## src/hdl/cnfsa_pkg.sv

```systemverilog
`timescale 1ns / 1ps

package cnfsa_pkg;

	// default number of slots held by the block
	localparam int SLOTS_DEF = 1024;

	// flag memory row: one row holds the taken flags of this many slots
	localparam int WORD_BITS = 64;
	localparam int BIT_W     = 6;

	// field and register widths
	localparam int COUNT_W = 11;
	localparam int FIELD_W = 10;

	// slot_count after reset
	localparam logic [COUNT_W-1:0] COUNT_RESET = 11'd1024;

	// operation codes
	localparam logic OP_CLAIM   = 1'b0;
	localparam logic OP_RELEASE = 1'b1;

	typedef logic [WORD_BITS-1:0] word_t;

	typedef struct packed {
		logic               operation;
		logic [FIELD_W-1:0] slot;
	} req_t;

	typedef struct packed {
		logic [FIELD_W-1:0] granted_slot;
		logic               full_res;
	} rsp_t;

endpackage

```

## src/hdl/circular_next_free_slot_allocator_core.sv

```systemverilog
`timescale 1ns / 1ps

// Circular next-free-slot allocator. Taken flags live in a memory of 64-bit rows
// (ceil(SLOTS/64) rows). A claim scans the rows from the row of its preferred
// slot, one row read per cycle, wrapping at the last usable row and ending with
// the low part of the starting row; a shared masked priority encoder picks the
// first free flag. A claim visits at most ceil(min(slot_count,SLOTS)/64)+1
// rows; the row scan sets how long a claim holds the input, and the next
// transaction is taken only after the claim's result has moved to the output
// register. While the output register still holds an untaken result, a finished
// claim waits in its done state until that result is taken.
// A release is a read-modify-write of one row. The block takes one transaction
// at a time. After reset a clearing pass writes every row to zero, during which
// no transaction is taken. With SLOTS above 1024 the granted index carries its
// low 10 bits only.
module circular_next_free_slot_allocator_core #(
	parameter int SLOTS = cnfsa_pkg::SLOTS_DEF
) (
	input  logic                          clk,
	input  logic                          arst_n,
	input  logic                          req_valid,
	output logic                          req_ready,
	input  cnfsa_pkg::req_t               req,
	output logic                          rsp_valid,
	input  logic                          rsp_ready,
	output cnfsa_pkg::rsp_t               rsp,
	input  logic                          cfg_we,
	input  logic [cnfsa_pkg::COUNT_W-1:0] cfg_wdata
);

	localparam int WB    = cnfsa_pkg::WORD_BITS;
	localparam int BW    = cnfsa_pkg::BIT_W;
	localparam int WORDS = (SLOTS + WB - 1) / WB;
	localparam int WA_W  = (WORDS > 1) ? $clog2(WORDS) : 1;
	localparam int IX_W  = WA_W + BW;
	localparam int CMP_W = (IX_W + 1 > cnfsa_pkg::COUNT_W) ? IX_W + 1 : cnfsa_pkg::COUNT_W;

	localparam logic [2:0] ST_CLEAR = 3'd0;
	localparam logic [2:0] ST_IDLE  = 3'd1;
	localparam logic [2:0] ST_SCAN  = 3'd2;
	localparam logic [2:0] ST_REL   = 3'd3;
	localparam logic [2:0] ST_DONE  = 3'd4;

	typedef logic [WA_W-1:0] waddr_t;

	function automatic logic [BW-1:0] first_set(input cnfsa_pkg::word_t m);
		logic [BW-1:0] b;
		b = '0;
		for (int i = WB - 1; i >= 0; i--) begin
			if (m[i]) begin
				b = BW'(i);
			end
		end
		return b;
	endfunction

	logic [2:0]                    state_q;
	logic [cnfsa_pkg::COUNT_W-1:0] count_q;
	waddr_t                        clr_w_q;

	// search context
	waddr_t          st_w_q;
	logic [BW-1:0]   st_b_q;
	waddr_t          iss_w_q;
	logic            iss_fin_q;
	logic            iss_done_q;

	// evaluate stage, aligned with the memory read data
	logic            ev_vld_s1;
	waddr_t          ev_w_s1;
	logic            ev_first_s1;
	logic            ev_fin_s1;

	// pending result
	logic [IX_W-1:0] res_ix_q;
	logic            res_full_q;

	logic            rsp_valid_q;
	cnfsa_pkg::rsp_t rsp_q;

	// flag memory
	cnfsa_pkg::word_t mem_q [WORDS];
	cnfsa_pkg::word_t rd_q;
	logic             mem_we;
	waddr_t           mem_wa;
	waddr_t           mem_ra;
	cnfsa_pkg::word_t mem_wd;

	// usable count and request decode
	logic [CMP_W-1:0] cnt_eff;
	logic [CMP_W-1:0] cnt_m1;
	logic [CMP_W-1:0] slot_ext;
	logic             slot_in_rng;
	logic [IX_W-1:0]  start_ix;
	waddr_t           start_w;
	logic [BW-1:0]    start_b;
	waddr_t           last_w;
	logic [BW-1:0]    last_b;
	logic             accept;

	always_comb begin
		logic [CMP_W-1:0] cfg_ext;
		logic [CMP_W-1:0] slots_c;
		cfg_ext     = CMP_W'(count_q);
		slots_c     = CMP_W'(SLOTS);
		cnt_eff     = (cfg_ext < slots_c) ? cfg_ext : slots_c;
		cnt_m1      = cnt_eff - CMP_W'(1);
		slot_ext    = CMP_W'(req.slot);
		slot_in_rng = slot_ext < cnt_eff;
		start_ix    = slot_in_rng ? slot_ext[IX_W-1:0] : '0;
		start_w     = start_ix[IX_W-1:BW];
		start_b     = start_ix[BW-1:0];
		last_w      = cnt_m1[IX_W-1:BW];
		last_b      = cnt_m1[BW-1:0];
	end

	assign req_ready = (state_q == ST_IDLE);
	assign accept    = req_valid && req_ready;

	// candidate flags of the row under evaluation
	cnfsa_pkg::word_t range_m;
	cnfsa_pkg::word_t ge_m;
	cnfsa_pkg::word_t pos_m;
	cnfsa_pkg::word_t cand;
	logic             hit;
	logic [BW-1:0]    hit_b;
	logic             give_up;

	always_comb begin
		range_m = (ev_w_s1 == last_w) ? ('1 >> (~last_b)) : '1;
		ge_m    = '1 << st_b_q;
		pos_m   = ev_first_s1 ? ge_m : (ev_fin_s1 ? ~ge_m : '1);
		cand    = ~rd_q & range_m & pos_m;
		hit     = (state_q == ST_SCAN) && ev_vld_s1 && (|cand);
		hit_b   = first_set(cand);
		give_up = (state_q == ST_SCAN) && ev_vld_s1 && !(|cand) && ev_fin_s1;
	end

	// next row in circular order over the usable rows
	function automatic waddr_t next_w(input waddr_t w, input waddr_t lw);
		return (w == lw) ? '0 : w + WA_W'(1);
	endfunction

	// memory port selection
	always_comb begin
		mem_we = 1'b0;
		mem_wa = '0;
		mem_wd = '0;
		mem_ra = '0;
		unique case (state_q)
			ST_CLEAR: begin
				mem_we = 1'b1;
				mem_wa = clr_w_q;
			end
			ST_IDLE: begin
				mem_ra = start_w;
			end
			ST_SCAN: begin
				mem_ra = iss_w_q;
				mem_we = hit;
				mem_wa = ev_w_s1;
				mem_wd = rd_q | (cnfsa_pkg::word_t'(1) << hit_b);
			end
			ST_REL: begin
				mem_we = 1'b1;
				mem_wa = st_w_q;
				mem_wd = rd_q & ~(cnfsa_pkg::word_t'(1) << st_b_q);
			end
			ST_DONE: begin
			end
			default: begin
			end
		endcase
	end

	always_ff @(posedge clk) begin
		if (mem_we) begin
			mem_q[mem_wa] <= mem_wd;
		end
		rd_q <= mem_q[mem_ra];
	end

	// configuration register
	always_ff @(posedge clk or negedge arst_n) begin
		if (!arst_n) begin
			count_q <= cnfsa_pkg::COUNT_RESET;
		end else if (cfg_we) begin
			count_q <= cfg_wdata;
		end
	end

	// sequencer
	always_ff @(posedge clk or negedge arst_n) begin
		waddr_t nw;
		if (!arst_n) begin
			state_q     <= ST_CLEAR;
			clr_w_q     <= '0;
			st_w_q      <= '0;
			st_b_q      <= '0;
			iss_w_q     <= '0;
			iss_fin_q   <= 1'b0;
			iss_done_q  <= 1'b0;
			ev_vld_s1   <= 1'b0;
			ev_w_s1     <= '0;
			ev_first_s1 <= 1'b0;
			ev_fin_s1   <= 1'b0;
			res_ix_q    <= '0;
			res_full_q  <= 1'b0;
		end else begin
			unique case (state_q)
				ST_CLEAR: begin
					clr_w_q <= clr_w_q + WA_W'(1);
					if (clr_w_q == WA_W'(WORDS - 1)) begin
						state_q <= ST_IDLE;
					end
				end
				ST_IDLE: begin
					if (accept) begin
						st_w_q <= start_w;
						st_b_q <= start_b;
						if (req.operation == cnfsa_pkg::OP_RELEASE) begin
							if (slot_in_rng) begin
								state_q <= ST_REL;
							end
						end else if (cnt_eff == '0) begin
							res_ix_q   <= '0;
							res_full_q <= 1'b1;
							state_q    <= ST_DONE;
						end else begin
							// first visit of the start row is read now
							nw          = next_w(start_w, last_w);
							ev_vld_s1   <= 1'b1;
							ev_w_s1     <= start_w;
							ev_first_s1 <= 1'b1;
							ev_fin_s1   <= 1'b0;
							iss_w_q     <= nw;
							iss_fin_q   <= (nw == start_w);
							iss_done_q  <= 1'b0;
							state_q     <= ST_SCAN;
						end
					end
				end
				ST_SCAN: begin
					if (hit || give_up) begin
						ev_vld_s1  <= 1'b0;
						res_ix_q   <= hit ? {ev_w_s1, hit_b} : '0;
						res_full_q <= !hit;
						state_q    <= ST_DONE;
					end else begin
						// advance the row read one ahead of evaluation
						nw          = next_w(iss_w_q, last_w);
						ev_vld_s1   <= !iss_done_q;
						ev_w_s1     <= iss_w_q;
						ev_first_s1 <= 1'b0;
						ev_fin_s1   <= iss_fin_q;
						if (!iss_done_q) begin
							if (iss_fin_q) begin
								iss_done_q <= 1'b1;
							end else begin
								iss_w_q   <= nw;
								iss_fin_q <= (nw == st_w_q);
							end
						end
					end
				end
				ST_REL: begin
					state_q <= ST_IDLE;
				end
				ST_DONE: begin
					if (!rsp_valid_q || rsp_ready) begin
						state_q <= ST_IDLE;
					end
				end
				default: begin
					state_q <= ST_IDLE;
				end
			endcase
		end
	end

	// output register
	always_ff @(posedge clk or negedge arst_n) begin
		if (!arst_n) begin
			rsp_valid_q <= 1'b0;
			rsp_q       <= '0;
		end else if ((state_q == ST_DONE) && (!rsp_valid_q || rsp_ready)) begin
			rsp_valid_q        <= 1'b1;
			rsp_q.granted_slot <= cnfsa_pkg::FIELD_W'(res_ix_q);
			rsp_q.full_res     <= res_full_q;
		end else if (rsp_ready) begin
			rsp_valid_q <= 1'b0;
		end
	end

	assign rsp_valid = rsp_valid_q;
	assign rsp       = rsp_q;

	// a full answer never carries a slot index
	a_full_zero: assert property (@(posedge clk) disable iff (!arst_n)
		rsp_valid_q && rsp_q.full_res |-> rsp_q.granted_slot == '0)
		else $error("full result with nonzero slot");

	// the evaluate stage is only live during a scan
	a_ev_scan: assert property (@(posedge clk) disable iff (!arst_n)
		ev_vld_s1 |-> state_q == ST_SCAN)
		else $error("evaluate stage live outside scan");

	// the flag memory is never written while a transaction may be taken
	a_no_idle_write: assert property (@(posedge clk) disable iff (!arst_n)
		mem_we |-> state_q != ST_IDLE)
		else $error("flag write while idle");

	// a new result only follows the done state
	a_rsp_from_done: assert property (@(posedge clk) disable iff (!arst_n)
		$rose(rsp_valid_q) |-> $past(state_q) == ST_DONE)
		else $error("result raised outside done state");

endmodule
```

## config.mk

```make
export PLATFORM = sky130hd
export DESIGN_NAME = circular_next_free_slot_allocator_core
export DESIGN_NICKNAME = d
export VERILOG_FILES = /design/src/hdl/cnfsa_pkg.sv /design/src/hdl/circular_next_free_slot_allocator_core.sv
export SDC_FILE = /design/constraint.sdc
export NUM_CORES = 2
export LEC_CHECK = 0
export BUFFER_PORTS_ARGS = -buffer_cell sky130_fd_sc_hd__buf_2
export CORE_MARGIN = 8
export CORE_UTILIZATION = 59
export CTS_BUF_LIST = sky130_fd_sc_hd__clkbuf_8
export CTS_CLUSTER_SIZE = 28
export DETAILED_ROUTE_END_ITERATION = 8
export MAX_ROUTING_LAYER = met4
export PLACE_DENSITY = 0.77
export SLEW_MARGIN = 10
export SYNTH_ARGS = -nofsm -noshare
export SYNTH_HDL_FRONTEND = slang
export SYNTH_SLANG_ARGS = --single-unit
```

## constraint.sdc

```tcl
create_clock -name clk -period 7.9 [get_ports clk]
set_input_delay 0.79 -clock clk [delete_from_list [all_inputs] [get_ports clk]]
set_output_delay 0.79 -clock clk [all_outputs]
set_load 0.02 [all_outputs]
```

* Word-level counts from Yosys, hierarchy flattened
Memories as Yosys holds them, arrays and structs flattened. A register that Yosys moved wholly into a read port is not among the register bits.
Index checks and enable logic that the tools add are counted.
** Storage, ports and cells
- Flip-flop bits (word level) :: 64
- Logic and storage cells :: 215
- Memories kept :: 1
- Latch bits :: 0
- Memory bits (read-only) :: 0
- Input port bits :: 27
- RAM bits :: 1024
** Memory list
- mem_q :: depth 16, bits a word 64, rd ports 1, clocked after Yosys merged registers in 1, write ports 1, RTL line circular_next_free_slot_allocator_core.sv:82 : cnfsa_pkg::word_t mem_q [WORDS];
** Cells by class
- Multiply operators :: 0
- Muxes and demuxes :: 133
- Eq/ne operators :: 21
- Magnitude comparators :: 2
- Divide/modulo/power cells :: 0
- Reductions and logical operators :: 25
- Bitwise gates (word level) :: 8
- $add $sub $neg :: 4
- Shift-type cells :: 4
** Operators with widths (count)
- two-way mux 6 bit :: 64
- AND 64 bit :: 3
- two-way mux 64 bit :: 3
- inverter 64 bit :: 3
- case mux 64 bit (2 select lines) :: 1
- left shift 1 x 6 -> 64 bit, first input constant :: 2
- bitwise OR 64 bit :: 1
- OR reduction 64 bit :: 1
- left shift 64 x 6 -> 64 bit, first input constant :: 1
- right shift 64 x 6 -> 64 bit, first input constant :: 1
- two-way mux 10 bit :: 6
- two-way mux 4 bit :: 12
- two-way mux 1 bit :: 26
- case mux 4 bit (2 select lines) :: 3
- two-way mux 3 bit :: 7
- == test 4 bit :: 5
- case mux 10 bit (2 select lines) :: 1
- AND reduction 5 bit :: 3
- != test 2 bit, second input constant :: 7
- case mux 1 bit (2 select lines) :: 7
- adder 4 x 1 -> 4 bit, second input constant :: 3
- case mux 3 bit (4 select lines) :: 1
- case mux 4 bit (3 select lines) :: 1
- zero test 11 bit :: 1
- 21 further kinds :: 34

* Longest topological paths before layout
- Depth in word-level cells :: 75
- Depth in mapped cells :: 22
- Gate-level depth less buffers :: 15

* Worst setup path before layout
No wires, ideal clock.
- Kind :: reg-to-reg
- Start point :: reg count_q[10] (netlist bit)
- End point :: mem mem_q[12][0] (netlist bit), enable pin
- Path slack :: 0.286 ns
- Arrival time :: 7.128 ns
- Cell stages (with the launch flop) :: 21
- Buffers on the path :: 5
- Path through :: dfstp_2 -> clkbuf_1 -> clkinv_1 -> nand2_1 -> ha_1 -> clkbuf_1 -> nor4b_1 -> nand2_1 -> a311o_1 -> o21a_1 -> buf_2 -> buf_2 -> a311oi_1 -> a2111oi_2 -> nand4_1 -> nor2_1 -> a31oi_1 -> clkbuf_1 -> o22a_1 -> o21ai_0 -> nor2_1
** Between the ends
- Cells in the longest elaborated chain, start to end :: 13
- Elaborated cells on any way between the ends :: 14
** Ends and longest elaborated chain
- from (decl) :: RTL line circular_next_free_slot_allocator_core.sv:58 : logic [cnfsa_pkg::COUNT_W-1:0] count_q;
- from (signal assigned) :: RTL line circular_next_free_slot_allocator_core.sv:186 : count_q <= cnfsa_pkg::COUNT_RESET;
- from (signal assigned) :: RTL line circular_next_free_slot_allocator_core.sv:188 : count_q <= cfg_wdata;
- less-than comparator 11 bit (*) :: RTL line circular_next_free_slot_allocator_core.sv:106 : cnt_eff = (cfg_ext < slots_c) ? cfg_ext : slots_c;
- two-way mux 11 bit (*) :: RTL line circular_next_free_slot_allocator_core.sv:106
- subtractor 10 x 1 -> 10 bit (*) :: RTL line circular_next_free_slot_allocator_core.sv:107 : cnt_m1 = cnt_eff - CMP_W'(1);
- inverter 6 bit :: RTL line circular_next_free_slot_allocator_core.sv:130 : range_m = (ev_w_s1 == last_w) ? ('1 >> (~last_b)) : '1;
- right shift 64 x 6 -> 64 bit :: RTL line circular_next_free_slot_allocator_core.sv:130
- two-way mux 64 bit (*) :: RTL line circular_next_free_slot_allocator_core.sv:130
- AND 64 bit (*) (2 in series) :: RTL line circular_next_free_slot_allocator_core.sv:133 : cand = ~rd_q & range_m & pos_m;
- OR reduction 64 bit (*) :: RTL line circular_next_free_slot_allocator_core.sv:134 : hit = (state_q == ST_SCAN) && ev_vld_s1 && (|cand);
- logical AND 1 bit (*) :: RTL line circular_next_free_slot_allocator_core.sv:134
- case mux 1 bit (2 select lines) (*) :: RTL line circular_next_free_slot_allocator_core.sv:150 : unique case (state_q)
- two-way mux 1 bit (*) :: RTL line circular_next_free_slot_allocator_core.sv:177 : if (mem_we) begin
- two-way mux 1 bit (not written as such) (*) :: RTL line circular_next_free_slot_allocator_core.sv:178 : mem_q[mem_wa] <= mem_wd;
- to (decl) :: RTL line circular_next_free_slot_allocator_core.sv:82
Every way passes the cells marked *; elsewhere a longest branch is shown, timed or not.

* Worst setup path after layout
- Start point :: reg count_q[10] (netlist bit)
- End point :: mem mem_q[11][22] (netlist bit), data pin
** Between the ends
- Cells in the longest elaborated chain, start to end :: 75
- Elaborated cells on any way between the ends :: 76
** Ends and longest elaborated chain
- less-than comparator 11 bit (*) :: RTL line circular_next_free_slot_allocator_core.sv:106
- two-way mux 11 bit (*) :: RTL line circular_next_free_slot_allocator_core.sv:106
- subtractor 10 x 1 -> 10 bit (*) :: RTL line circular_next_free_slot_allocator_core.sv:107
- inverter 6 bit :: RTL line circular_next_free_slot_allocator_core.sv:130
- right shift 64 x 6 -> 64 bit :: RTL line circular_next_free_slot_allocator_core.sv:130
- two-way mux 64 bit (*) :: RTL line circular_next_free_slot_allocator_core.sv:130
- AND 64 bit (*) (2 in series) :: RTL line circular_next_free_slot_allocator_core.sv:133
- two-way mux 6 bit (63 in series) :: RTL line circular_next_free_slot_allocator_core.sv:50 : if (m[i]) begin
- two-way mux 6 bit (*) :: RTL line circular_next_free_slot_allocator_core.sv:50
- left shift 1 x 6 -> 64 bit (*) :: RTL line circular_next_free_slot_allocator_core.sv:162 : mem_wd = rd_q | (cnfsa_pkg::word_t'(1) << hit_b);
- bitwise OR 64 bit (*) :: RTL line circular_next_free_slot_allocator_core.sv:162
- case mux 64 bit (2 select lines) (*) :: RTL line circular_next_free_slot_allocator_core.sv:150
- net mem_wd[22] :: RTL line circular_next_free_slot_allocator_core.sv:87 : cnfsa_pkg::word_t mem_wd;
Mark *: on every way through the listed nets, which the timed path passes. The rest lies on a longest branch.

==> results_dict.tcl <==
set metrics [dict create \
    hpwlAfterDp_um 94600 \
    tns_ns 0 \
    die_area_um2 93500 \
    path_common_cell "o21ai_0" \
    synth_area_leader_cell "edfxtp_1" \
    io_buffers 39 \
    grt_use_total_pct 32.8 \
    worst_clock_skew_ns 0.0611 \
    drv_slew 0 \
    routed_wl_um 152000 \
    pre_cts_slack_ns 0.763 \
    synth.most_common_cell "edfxtp_1" \
    async_flop_share_pct 5.56 \
    die_y_um 306 \
    synth_warnings 0 \
    wl_per_cell_um 31.6 \
    cp_max_fo 18 \
    relSlewSlack_pct 13.5 \
    drc 0 \
    synth.top_cell.area_share_pct 62.0 \
    synth_area_um2 49600 \
    tightest_slew_ns 1.28 \
    highest_layer "met4" \
    place.gp.congestion 1.04 \
    cts.sinks 1152 \
    synth_area_leaders "edfxtp_1 (62%), mux2i_1 (11%), o22ai_1 (3.4%)" \
    synth_edf_count 1024 \
    outcome "finished clean" \
    yosysSeqAreaShare_pct 67.9 \
    grt_pass1_vias 32758 \
    syn_to_final_growth_pct 10.9 \
    crit_path_max_incr_delay_ns 1.00 \
    route.met3.wl_um 15700 \
    wl_met1_um 58500 \
    worst_path_max_delay_cell "nor3_1" \
    drt-vias-per-instance 6.88 \
    fin_crit_ns 7.40 \
    overflow 0 \
    num-nets-final 3632 \
    postCtsHoldBufs 0 \
    cts_setup_buffers 0 \
    cap_violations 0 \
    die_x_um 306 \
    drive_gt1_share_pct 13.9 \
    syn_nets 3509 \
    power_density_nw_per_um2 398 \
    wl_met2_um 69800 \
    layout_setup_ws_ns 0.495 \
    rsz0062_at_grt "false" \
    crit_family "compound AO/OA/AOI/OAI gates" \
    io_pins 40 \
    synth_commonest_cells "edfxtp_1 (1024), mux2i_1 (523), o22ai_1 (269)" \
    clk_pin_slew_ns 0.06 \
    drt_iter0_markers 4077 \
    core-area_um2 83400 \
    drtPass1Iterations 9 \
    arrival_ns 7.94 \
    clock.fmax_mhz 135 \
    setup_viol 0 \
    cts_buffer_depth 3 \
    h-tree-depth 4 \
    min_period_over_period_pct 93.7 \
    clk_latency_ns 0.86 \
    ys_ff_latch 1152 \
    antenna_found_initial 5 \
    regToRegStartpoint "count_q[10]" \
    grt_first_pass_wirelength_um 219000 \
    finalHoldViolCount 0 \
    ir_worst_vdd_mv 0.295 \
    critPathRequiredTime_ns 8.44 \
    cts_tree "built" \
    hold_path_class "in -> async" \
    cts_buffers 175 \
    worst-path-buf-inv 1 \
    crit_type "reg -> reg" \
    cp-startpoint "count_q[10]" \
    cts-root-buf "clkbuf_8" \
    antenna_left 0 \
    cp-start-kind "flop" \
    endpoint_kind "flop" \
    grt_max_degree 134 \
    syn_avg_cell_area_um2 14.3 \
    vias 33210 \
    rows 106 \
    ys.flop_type "edfxtp_1" \
    ctsResizeCount 0 \
    ys_types 104 \
    cp_cell_sequence "clkinv_1 -> nand2_1 -> ha_1 -> or4b_4 -> o21ai_0 -> a311o_1 -> o21a_1 -> nand3_4 -> o31ai_1 -> o21ai_0 -> a211oi_1 -> a41oi_1 -> nor3_1 -> a32o_1" \
    synthCells 3467 \
    start_util_pct 59.4 \
    p_leak_nw 21.5 \
]
cell type report:
type | instances | area (µm²)
flip-flops and latches | 1152 | 33600
multi-input cells | 2036 | 15100
repair buffers | 171 | 1290
diodes | 9 | 22.5
clock inverters | 132 | 757
clock buffers | 191 | 2630
fillers | 5792 | 28400
well taps | 1080 | 1350
inverters | 54 | 203
through the flow:
step                      instances  cell area (µm²)  hold slack (ns)  util [%]  power [mW]
final                          4825            55000            0.137      65.9        21.9
after floorplan                3467            49600            0.455         -        13.8
after global routing           4823            55000            0.147      65.9        22.6
after detailed placement       4493            51600            0.486      61.8        17.0
after CTS                      4816            55000           0.0993      65.9        21.7
after global placement         4493            51600            0.465      61.8        16.8
state kept, by name, summed over array words and instances, names as in the netlist, 4 cells and up:
signal,flops
iss_w_q,4
st_w_q,4
ev_w_s1,4
clr_w_q,4
rd_q,64
rsp,11
res_ix_q,10
count_q,11
mem_q,1024
st_b_q,6
layer usage:
layer	up-vias	GRT usage, %
met5	-	-
met4	0	16.4
met3	491	8.03
met2	2039	49.4
met1	16562	41.7
li1	14118	-
worst paths after layout:
check                                end  slack, ns  cells past startpoint
setup / recovery           mem_q[11][22]       0.50                     14
hold / removal                clr_w_q[1]       0.14                      2
setup reg to reg           mem_q[11][22]       0.50                     14
hold reg to reg                   rsp[0]       0.49                      2
max in group asynchronous    ev_first_s1       7.18                      2
min in group clk             count_q[10]       0.16                      3
cell usage in the layout (no fill, tap or decap), types with 19 or more instances in the layout:
cell      Yosys  layout
edfxtp_1   1024    1024
mux2i_1     523     523
o22ai_1     269     269
clkbuf_8      0     191
nand2_1     160     152
buf_4         1     124
a21oi_1     125     123
inv_1        53     121
o21ai_0     112     112
nor2_1      128     112
or4_1        68      68
dfxtp_1      64      64
dfrtp_1      63      62
nand3_1      44      44
nor3_1       41      41
buf_2        15      39
mux2_2       32      32
a32o_1       32      32
a31oi_1      30      29
clkinv_1      1      28
nand2b_1     23      23
a211oi_1     21      21
a21o_1       19      19
a22o_1       19      19
where the power goes:
part / switching (mW) / total [mW] / internal (mW)
logic: 5.61 / 8.22 / 2.60
clock network: 2.28 / 4.69 / 2.41
registers: 0.788 / 8.99 / 8.20
total: 8.68 / 21.9 / 13.2
logic make-up (layout without fill, tap and decap cells):
family                     after synthesis  after routing  share of synthesized area (%)
AOI/OAI and AO/OA                      854            854                           11.8
xor gates and xnor gates                20             20                          0.353
adders and majority gates               16             16                          0.399
buffers and inverters                  279            548                           2.17
DFF                                   1152           1152                           67.9
muxes                                  555            555                           11.3
other                                    0              9                              0
and+or+nand+nor                        591            591                           6.17
Power figures use the tool's default switching activity.
